File: config.mk
export PLATFORM = sky130hd
export DESIGN_NAME = integer_to_radix_digits
export DESIGN_NICKNAME = d
export VERILOG_FILES = /design/src/rtl/i2rd_pkg.sv /design/src/rtl/i2rd_ctrl.sv /design/src/rtl/i2rd_datapath.sv /design/src/rtl/integer_to_radix_digits.sv
export SDC_FILE = /design/constraint.sdc
export NUM_CORES = 1
export LEC_CHECK = 0
export ABC_AREA = 1
export BUFFER_PORTS_ARGS = -buffer_cell sky130_fd_sc_hd__clkbuf_2
export CORE_MARGIN = 3
export CORE_UTILIZATION = 27
export DETAILED_ROUTE_END_ITERATION = 8
export GPL_ROUTABILITY_DRIVEN = 0
export PLACE_DENSITY = 0.46
export SYNTH_ARGS = -nofsm -noshare
export SYNTH_HDL_FRONTEND = slang
export SYNTH_SLANG_ARGS = --single-unit
export TNS_END_PERCENT = 30
File: constraint.sdc
create_clock -name aclk -period 2.7 [get_ports aclk]
set_input_delay 0.54 -clock aclk [delete_from_list [all_inputs] [get_ports aclk]]
set_output_delay 0.54 -clock aclk [all_outputs]
set_load 0.005 [all_outputs]
File: src/rtl/i2rd_pkg.sv
// ----------------------------------------------------------------------------
// i2rd_pkg - shared definitions for the radix digit converter
// Constants, controller states, command/status structs and the digit to
// ASCII mapping used by the controller and the datapath.
// ----------------------------------------------------------------------------
package i2rd_pkg;

    // Field widths and defaults
    localparam int VALUE_BITS_DEF = 31;
    localparam int RADIX_W        = 6;
    localparam int CHAR_W         = 8;

    localparam logic [RADIX_W-1:0] RADIX_MAX   = 6'd36;
    localparam logic [RADIX_W-1:0] RADIX_MIN   = 6'd2;
    localparam logic [RADIX_W-1:0] RADIX_RESET = 6'd10;

    localparam logic [CHAR_W-1:0] CHAR_ZERO   = 8'h30;  // '0'
    localparam logic [CHAR_W-1:0] CHAR_ALPHA  = 8'h41;  // 'A'
    localparam logic [CHAR_W-1:0] CHAR_ERR    = 8'h00;
    localparam logic [RADIX_W-1:0] DEC_DIGITS = 6'd10;

    // Controller states, one-hot
    typedef enum logic [5:0] {
        ST_IDLE = 6'b000001,
        ST_DIV  = 6'b000010,
        ST_PUSH = 6'b000100,
        ST_READ = 6'b001000,
        ST_LOAD = 6'b010000,
        ST_SEND = 6'b100000
    } state_t;

    // Controller to datapath commands
    typedef struct packed {
        logic load_value;   // take the input word, clear counters
        logic div_step;     // one quotient bit of the division
        logic push_digit;   // store remainder on the digit stack
        logic pop_digit;    // read top of the digit stack
        logic load_out;     // output register from the popped digit
        logic load_err;     // output register with the error word
    } dp_cmd_t;

    // Datapath to controller status
    typedef struct packed {
        logic div_done;     // this step produces the last quotient bit
        logic quot_zero;    // quotient is zero, no more digits
        logic radix_bad;    // configured base above the maximum
        logic out_last;     // output register holds the final word
    } dp_stat_t;

    // Digit value to ASCII character
    function automatic logic [CHAR_W-1:0] digit_to_ascii(input logic [RADIX_W-1:0] d);
        logic [CHAR_W-1:0] d_ext;
        d_ext = {{(CHAR_W-RADIX_W){1'b0}}, d};
        if (d < DEC_DIGITS) begin
            return CHAR_ZERO + d_ext;
        end else begin
            return CHAR_ALPHA + d_ext - {{(CHAR_W-RADIX_W){1'b0}}, DEC_DIGITS};
        end
    endfunction

endpackage

File: src/rtl/i2rd_ctrl.sv
// ----------------------------------------------------------------------------
// i2rd_ctrl - sequencing controller for the radix digit converter
// Steps the datapath through division, digit stacking and output of the
// digits most significant first.
// ----------------------------------------------------------------------------
module i2rd_ctrl (
    input  logic               aclk,
    input  logic               aresetn,
    input  logic               s_tvalid,
    output logic               s_tready,
    output logic               m_tvalid,
    input  logic               m_tready,
    output i2rd_pkg::dp_cmd_t  cmd,
    input  i2rd_pkg::dp_stat_t stat
);
    import i2rd_pkg::*;

    state_t state_reg, state_next;

    // State register
    always_ff @(posedge aclk) begin
        if (!aresetn) begin
            state_reg <= ST_IDLE;
        end else begin
            state_reg <= state_next;
        end
    end

    // Next state and commands; s_tready is high in idle, m_tvalid in send
    always_comb begin
        state_next = state_reg;
        cmd        = '0;
        s_tready   = 1'b0;
        m_tvalid   = 1'b0;
        unique case (state_reg)
            ST_IDLE: begin
                s_tready = 1'b1;
                if (s_tvalid) begin
                    if (stat.radix_bad) begin
                        cmd.load_err = 1'b1;
                        state_next   = ST_SEND;
                    end else begin
                        cmd.load_value = 1'b1;
                        state_next     = ST_DIV;
                    end
                end
            end
            ST_DIV: begin
                cmd.div_step = 1'b1;
                if (stat.div_done) begin
                    state_next = ST_PUSH;
                end
            end
            ST_PUSH: begin
                cmd.push_digit = 1'b1;
                state_next     = stat.quot_zero ? ST_READ : ST_DIV;
            end
            ST_READ: begin
                cmd.pop_digit = 1'b1;
                state_next    = ST_LOAD;
            end
            ST_LOAD: begin
                cmd.load_out = 1'b1;
                state_next   = ST_SEND;
            end
            ST_SEND: begin
                m_tvalid = 1'b1;
                if (m_tready) begin
                    state_next = stat.out_last ? ST_IDLE : ST_READ;
                end
            end
            default: begin
                state_next = ST_IDLE;
            end
        endcase
    end

endmodule

File: src/rtl/i2rd_datapath.sv
// ----------------------------------------------------------------------------
// i2rd_datapath - divider, digit stack and output register
// Bit-serial restoring division by the configured base, a stack of digit
// values and the registered output word.
// ----------------------------------------------------------------------------
module i2rd_datapath #(
    parameter int VALUE_BITS = i2rd_pkg::VALUE_BITS_DEF
) (
    input  logic                         aclk,
    input  logic                         aresetn,
    input  logic                         cfg_wr_en,
    input  logic [i2rd_pkg::RADIX_W-1:0] cfg_wr_data,
    input  logic [VALUE_BITS-1:0]        in_value,
    input  i2rd_pkg::dp_cmd_t            cmd,
    output i2rd_pkg::dp_stat_t           stat,
    output logic [i2rd_pkg::CHAR_W-1:0]  out_char,
    output logic                         out_last,
    output logic                         out_bad
);
    import i2rd_pkg::*;

    localparam int IDX_W = $clog2(VALUE_BITS);
    localparam int CNT_W = $clog2(VALUE_BITS + 1);
    localparam logic [IDX_W-1:0] LAST_BIT = IDX_W'(VALUE_BITS - 1);

    logic [RADIX_W-1:0]    radix_reg;
    logic [VALUE_BITS-1:0] quot_reg;
    logic [RADIX_W-1:0]    rem_reg;
    logic [IDX_W-1:0]      bit_cnt_reg;
    logic [CNT_W-1:0]      dig_cnt_reg;
    logic [RADIX_W-1:0]    rd_data_reg;
    logic [CHAR_W-1:0]     char_reg;
    logic                  last_reg;
    logic                  bad_reg;

    logic [RADIX_W-1:0] dig_mem [VALUE_BITS];

    logic [RADIX_W:0]   rem_sh;
    logic               q_bit;
    logic [RADIX_W-1:0] rem_next;
    logic [CNT_W-1:0]   dig_cnt_dec;

    // Base register; writes below the minimum are dropped
    always_ff @(posedge aclk) begin
        if (!aresetn) begin
            radix_reg <= RADIX_RESET;
        end else if (cfg_wr_en && (cfg_wr_data >= RADIX_MIN)) begin
            radix_reg <= cfg_wr_data;
        end
    end

    // One restoring division step
    always_comb begin
        rem_sh   = {rem_reg, quot_reg[VALUE_BITS-1]};
        q_bit    = (rem_sh >= {1'b0, radix_reg});
        rem_next = q_bit ? RADIX_W'(rem_sh - {1'b0, radix_reg}) : rem_sh[RADIX_W-1:0];
    end

    assign dig_cnt_dec = dig_cnt_reg - CNT_W'(1);

    // Quotient, remainder and counters
    always_ff @(posedge aclk) begin
        if (!aresetn) begin
            bit_cnt_reg <= '0;
            dig_cnt_reg <= '0;
        end else begin
            if (cmd.load_value) begin
                bit_cnt_reg <= '0;
                dig_cnt_reg <= '0;
            end else if (cmd.div_step) begin
                bit_cnt_reg <= bit_cnt_reg + IDX_W'(1);
            end else if (cmd.push_digit) begin
                bit_cnt_reg <= '0;
                dig_cnt_reg <= dig_cnt_reg + CNT_W'(1);
            end else if (cmd.pop_digit) begin
                dig_cnt_reg <= dig_cnt_dec;
            end
        end
    end

    always_ff @(posedge aclk) begin
        if (cmd.load_value) begin
            quot_reg <= in_value;
            rem_reg  <= '0;
        end else if (cmd.div_step) begin
            quot_reg <= {quot_reg[VALUE_BITS-2:0], q_bit};
            rem_reg  <= rem_next;
        end else if (cmd.push_digit) begin
            rem_reg  <= '0;
        end
    end

    // Digit stack, registered read
    always_ff @(posedge aclk) begin
        if (cmd.push_digit) begin
            dig_mem[dig_cnt_reg[IDX_W-1:0]] <= rem_reg;
        end
        if (cmd.pop_digit) begin
            rd_data_reg <= dig_mem[dig_cnt_dec[IDX_W-1:0]];
        end
    end

    // Output word register
    always_ff @(posedge aclk) begin
        if (cmd.load_err) begin
            char_reg <= CHAR_ERR;
            last_reg <= 1'b1;
            bad_reg  <= 1'b1;
        end else if (cmd.load_out) begin
            char_reg <= digit_to_ascii(rd_data_reg);
            last_reg <= (dig_cnt_reg == '0);
            bad_reg  <= 1'b0;
        end
    end

    assign out_char = char_reg;
    assign out_last = last_reg;
    assign out_bad  = bad_reg;

    // Status to the controller
    assign stat.div_done  = (bit_cnt_reg == LAST_BIT);
    assign stat.quot_zero = (quot_reg == '0);
    assign stat.radix_bad = (radix_reg > RADIX_MAX);
    assign stat.out_last  = last_reg;

endmodule

File: src/rtl/integer_to_radix_digits.sv
// ----------------------------------------------------------------------------
// integer_to_radix_digits - integer to ASCII digits in a configured base
// Converts each input word to its digits in base 2..36, most significant
// first, one output word per digit; a base above 36 gives one error word.
// ----------------------------------------------------------------------------
//  channel  | dir | contents
//  s_       | in  | tdata: value
//  m_       | out | tdata: digit_char, tlast: is_last, tuser: bad_radix
//  cfg_     | in  | wr_data: radix (writes of 0 or 1 ignored)
//
//  An item with n digits takes n rounds of bit-serial division, one
//  quotient bit per cycle, each ending in a push of the digit, then per
//  digit out a stack read, output load and send, plus any output stall.
//  An error item loads the error word, then sends it.
//  s_tready is high only when no item is in progress.
//  Reset (aresetn low, synchronous) sets the base to 10 and the block idle.
// ----------------------------------------------------------------------------
module integer_to_radix_digits #(
    parameter int VALUE_BITS = i2rd_pkg::VALUE_BITS_DEF
) (
    input  logic                                aclk,
    input  logic                                aresetn,
    // configuration
    input  logic                                cfg_wr_en,
    input  logic [i2rd_pkg::RADIX_W-1:0]        cfg_wr_data,
    // input stream
    input  logic                                s_tvalid,
    output logic                                s_tready,
    input  logic [((VALUE_BITS+7)/8)*8-1:0]     s_tdata,   // [VALUE_BITS-1:0] value
    // result stream
    output logic                                m_tvalid,
    input  logic                                m_tready,
    output logic [i2rd_pkg::CHAR_W-1:0]         m_tdata,   // [7:0] digit_char
    output logic                                m_tlast,   // is_last
    output logic                                m_tuser    // [0] bad_radix
);
    import i2rd_pkg::*;

    dp_cmd_t  cmd;
    dp_stat_t stat;

    // Sequencer
    i2rd_ctrl u_ctrl (
        .aclk     (aclk),
        .aresetn  (aresetn),
        .s_tvalid (s_tvalid),
        .s_tready (s_tready),
        .m_tvalid (m_tvalid),
        .m_tready (m_tready),
        .cmd      (cmd),
        .stat     (stat)
    );

    // Divider, digit stack and output word
    i2rd_datapath #(
        .VALUE_BITS (VALUE_BITS)
    ) u_datapath (
        .aclk        (aclk),
        .aresetn     (aresetn),
        .cfg_wr_en   (cfg_wr_en),
        .cfg_wr_data (cfg_wr_data),
        .in_value    (s_tdata[VALUE_BITS-1:0]),
        .cmd         (cmd),
        .stat        (stat),
        .out_char    (m_tdata),
        .out_last    (m_tlast),
        .out_bad     (m_tuser)
    );

endmodule
After elaboration in Yosys (flattened, before gate mapping):

Memory sizes are Yosys's and may differ from the RTL's. A register that Yosys moved wholly into a read port is not among the register bits.
Cells that the tools add are included.

* register bits: 69
* RAM bits: 186
* input bits: 43
* output and inout port bits: 12
* word-level logic and storage cells: 73
* memories: 1

* add/subtract/negate cells: 7
* order comparisons: 4
* eq/ne operators: 10
* multiplexer cells: 31
* bitwise gates (word level): 2
* reduce and logical (&&, ||, !) cells: 9

Memory list
* u_datapath.dig_mem: depth 31, width 6, rd ports 1, clocked after Yosys merged registers in 1, wr ports 1, line i2rd_datapath.sv:36 `logic [RADIX_W-1:0] dig_mem [VALUE_BITS];`

Operators with widths (number)
* $mux 31: 2
* $mux 6: 7
* $pmux 6 s6: 1
* $logic_not 31->1: 1
* $mux 5: 4
* $mux 1: 14
* $add 5x1->5 const B: 2
* $add 7x6->8 const A: 1
* $mux 4: 2
* $mux 8: 1
* $sub 8x4->8 const B: 1
* $add 6x6->7 const A: 1
* $ge 7x6->1: 1
* $eq 6x1->1 const B: 1
* $eq 6x2->1 const B: 1
* $eq 6x3->1 const B: 1
* $eq 6x4->1 const B: 1
* $eq 6x5->1 const B: 1
* $eq 6x6->1 const B: 1
* $ge 6x2->1 const B: 1
* $gt 6x6->1 const B: 1
* $lt 6x4->1 const B: 1
* $ne 2x2->1 const B: 3
* $reduce_bool 2->1: 3
* other kinds (9): 10

Logic depth before layout (Yosys ltp):

* depth in word-level cells: 5
* mapped depth: 14
* gate-level depth less buffers: 11

Hierarchy:

Synthesis repeated with hierarchy kept, for this count alone.

* cell total of the unflattened synthesis: 1108
* area, all modules: 11597.4 µm²

Modules (own cells, without submodules)
* i2rd_datapath: instances 1, cells an instance 1028, area an instance 11120.7 µm²
* i2rd_ctrl: instances 1, cells an instance 80, area an instance 476.7 µm²

Least setup slack after synthesis:

OpenSTA, ideal clock, no wires.

* path type: register -> register
* start point: register u_ctrl.state_reg[2]
* end point: register u_datapath.quot_reg[0], enable pin
* setup time: 0.388 ns
* arrival time: 1.795 ns
* slack: 0.517 ns
* cell stages (with the launch flop): 7
* clock period less this slack: 2.183 ns
* cells stage by stage: dfxtp_1 > nor2_2 > nand4_2 > inv_2 > nand3_2 > clkbuf_1 > nand2_1

* cells in the longest elaborated chain, start to end: 3

RTL lines
* start, declared: line i2rd_ctrl.sv:18 `state_t state_reg, state_next;`
* start signal, assigned: line i2rd_ctrl.sv:25 `state_reg <= state_next;`
* $eq 6x2->1 / $eq 6x1->1 (equally long branches): line i2rd_ctrl.sv:35 `unique case (state_reg)`
* $mux 1: line i2rd_ctrl.sv:35
* $reduce_bool 2->1 (no line) *
* end signal, assigned: line i2rd_datapath.sv:83 `quot_reg <= in_value;`
* end signal, assigned: line i2rd_datapath.sv:86 `quot_reg <= {quot_reg[VALUE_BITS-2:0], q_bit};`
* end, declared: line i2rd_datapath.sv:27 `logic [VALUE_BITS-1:0] quot_reg;`

Mark *: on every way between the ends. The rest lies on a longest branch, timed or not.
A chain may end at the register's enable or synchronous reset.

Final worst setup path:

* start point: register u_datapath.dig_cnt_reg[0]
* end point: register u_datapath.rd_data_reg[5], read port of u_datapath.dig_mem, data pin

* cells in the longest elaborated chain, start to end: 1

RTL lines
* start, declared: line i2rd_datapath.sv:30 `logic [CNT_W-1:0] dig_cnt_reg;`
* start signal, assigned: line i2rd_datapath.sv:74 `dig_cnt_reg <= dig_cnt_reg + CNT_W'(1);`
* start signal, assigned: line i2rd_datapath.sv:76 `dig_cnt_reg <= dig_cnt_dec;`
* $sub 5x1->5: line i2rd_datapath.sv:59 `assign dig_cnt_dec = dig_cnt_reg - CNT_W'(1);`
* end, declared: line i2rd_datapath.sv:31 `logic [RADIX_W-1:0] rd_data_reg;`

Every way passes these cells.

==> metrics.csv <==
metric,value,unit
outcome,"complete, no violations",
max incr delay on CP,0.45,ns
"CP delay by family, top",buffers and inverters,
Rows,74,
die area,0.0449,mm2
worst relative slew slack,57.9,%
Yosys cell types,40,
CTS Hold Bufs,0,
Final setup viols,0,
compound-cell area share of the yosys netlist,10.0,%
Tmin final,2.21,ns
Core Area,0.0414,mm2
post-synthesis xor/xnor area fraction,0.678,%
clock root buffer,clkbuf_16,
Antenna Cells,0,
H-tree depth,1,
IO Port Bufs,52,
synthesis-to-layout area growth,15.8,%
post-route antenna net violation count,0,
Initial DRC Count,479,
Worst Slack Setup Final,0.486,ns
placed cells,1668,
share of cells above drive strength 1,11.8,%
Synth top area share,58.5,%
Post-CTS Setup Bufs,0,
clock latency on the worst-skew pair,0.54,ns
final global-route overflow total,0,
Final Cycle Share,82.0,%
Hold Crit Class,input pin to register,
"FF+latch count, synth",260,
clock slew at reported path FFs,0.06,ns
Layout Cells excl Fill,1717,
max FFs per register,186,
Vias/cell,4.61,
Sink Count,260,
Stages on worst setup path,11,
crit-path most repeated cell,nand2_1,
Cells on Worst Hold Path,3,
post-CTS sizing,0,
Reg area,0.00744,mm2
unrepaired setup endpoints after global routing,no,
Max-cap violations,0,
simple-gate area share of the yosys netlist,18.3,%
R2R setup slack,0.49,ns
cells on worst reg2reg path,11,
drt pass-1 iters,5,
footprint of the multi-input gates,0.00355,mm2
TritonCTS clock tree,yes,
final hold vios,0,
CP max stage cell,buf_4,
Crit Path Max Fanout,38,
Critical Path RT,3.11,ns
setup TNS,0,ns
vias in the first global route,7703,
main combinational cell family by area after synthesis,simple AND/OR/NAND/NOR gates,
worst-path cell chain,inv_2 -> buf_4 -> buf_4 -> nor2_1 -> nor2_1 -> o21ai_0 -> o211ai_1 -> nand3_1 -> nand2_1 -> nand2_1 -> nand2_1,
sequential fraction of the synthesis area,65.0,%
yosys warns,0,
post-synthesis mux area share,0,%
Syn Area/Cell,10.4,um2
initial antenna violation count,0,
worst endpoint data arrival time,2.62,ns
Longest Clk Path Bufs,3,
Setup Crit Path Kind,register to register,
PD cells,750,mW/mm2
post-synthesis instance total,1103,
drc violations,0,
dominant synthesized flop cell,edfxtp_1,
fraction of the mapped netlist area in adder cells,1.92,%
leak pwr,4.90,nW
Buf/Inv on CP,3,
crit start category,register,
f_max,452,MHz
Final #Nets,1226,
vias,7920,
Global Route Usage Sum,12.4,%
CTS buffer count,28,
synth top area cells,"edfxtp_1 (59%), nand2_1 (7.1%), nor2_1 (6.6%), dfxtp_1 (6.5%), o21ai_0 (4.8%)",
Post-Syn Nets,1163,
num ports,55,
Least-Margin Pin Slew,0.629,ns
Synth area leader,edfxtp_1,
wire length of the first global-routing pass,44.1,mm
Final HPWL DP,17.6,mm
pre-CTS setup slack,0.464,ns
drt total wl,28.2,mm
crit end category,register,
Max Slew Vio Count,0,
number of synthesized flops with an enable pin,223,
VDD IR max,0.000496,V
Async SR Flop Fraction,0,%
die outline width,212,um
cell area after synthesis,0.0114,mm2
WL/cell,16.4,um
clock skew,0.00890,ns
Die H,212,um
Fillers,4205,
Initial Utilization,27.6,%
largest net degree at the start of global routing,95,
where the power goes:
part | internal [mW] | leakage, nW | total (mW) | switching, mW
clock | 2.14 | 0.416 | 3.65 | 1.51
sequential | 4.82 | 2.37 | 4.94 | 0.119
combinational | 0.411 | 2.11 | 1.35 | 0.937
total | 7.37 | 4.90 | 9.94 | 2.57
cell usage in the layout, fill, tap and decap left out, types with 2 or more instances in the layout:
cell       count
a21oi_1       31
a31oi_1        3
buf_12         3
buf_4         26
bufinv_16      2
clkbuf_1      10
clkbuf_16     29
clkbuf_2      52
clkinv_1       4
clkinv_2       3
dfxtp_1       36
edfxtp_1     223
ha_1          15
inv_1         50
inv_2          9
nand2_1      215
nand2_2        2
nand3_1       66
nand3_2        2
nand3b_1       4
nand4_1        5
nor2_1       201
nor2_2         2
nor3_1         5
o211ai_1      49
o21ai_0      110
o21ai_1        2
or2_2          3
xnor2_1        3
xor2_1         4
cells by family after synthesis:
logic type	count (synthesis)
compound gates	201
xor+xnor	8
fa+ha+maj	17
buf+inv	107
flops	260
other cells	1
simple gates	509
path summary, 6_finish.rpt:
path                              from                         to
max          u_datapath.dig_cnt_reg[0]  u_datapath.rd_data_reg[5]
max reg2reg  u_datapath.dig_cnt_reg[0]  u_datapath.rd_data_reg[5]
min reg2reg         u_datapath.out_bad         u_datapath.out_bad
min                     cfg_wr_data[3]    u_datapath.radix_reg[3]
cells in the mapped netlist, types with 2 or more instances:
master / n
a21oi_1: 31
nor3_1: 5
a31oi_1: 3
nand3_1: 66
nand4_1: 5
edfxtp_1: 223
o21ai_0: 110
dfxtp_1: 37
nor2_1: 201
nand2_1: 215
buf_4: 2
buf_2: 18
inv_2: 8
ha_1: 16
clkbuf_1: 20
xnor2_1: 3
nand3b_1: 4
nor2_2: 2
inv_1: 51
nand2_2: 2
xor2_1: 4
or2_2: 3
o21ai_1: 2
nand3_2: 2
o211ai_1: 49
buf_1: 4
buf_6: 4
routing by layer:
layer	vias up	share of wire (%)	routed length, um	GRT usage [%]
met1	3807	47	13200	17.6
li1	3950	-	-	-
met4	0	1.8	505	2.38
met3	41	3.7	1050	1.64
met2	122	48	13400	20.7
met5	-	0	0	0
metrics by stage:
stage	hold WS [ns]	power [mW]	area, um2	utilization (%)
floorplan	0.443	5.95	11400	-
finish	0.252	9.94	13200	32.0
CTS	0.219	10.1	13200	32.0
detailed placement	0.444	6.41	12400	29.9
global placement	0.440	6.40	12400	29.9
global route	0.247	10.5	13200	32.0
worst register-to-register path: stages, from the launching register on:
cell      delay [ns]
dfxtp_2         0.34
inv_2           0.10
buf_4           0.39
buf_4           0.47
nor2_1          0.10
nor2_1          0.10
o21ai_0         0.09
o211ai_1        0.16
nand3_1         0.14
nand2_1         0.08
nand2_1         0.05
nand2_1         0.07
area by class of cell:
cell class / count / area share, %
timing repair buffer: 81 / 3.89
inverter: 59 / 1.67
clock buffer: 39 / 5.76
sequential: 260 / 56.1
tap: 532 / 5.02
multi-input combinational: 736 / 26.8
clock inverter: 10 / 0.737
No activity file was read; power rests on OpenSTA's default activity.
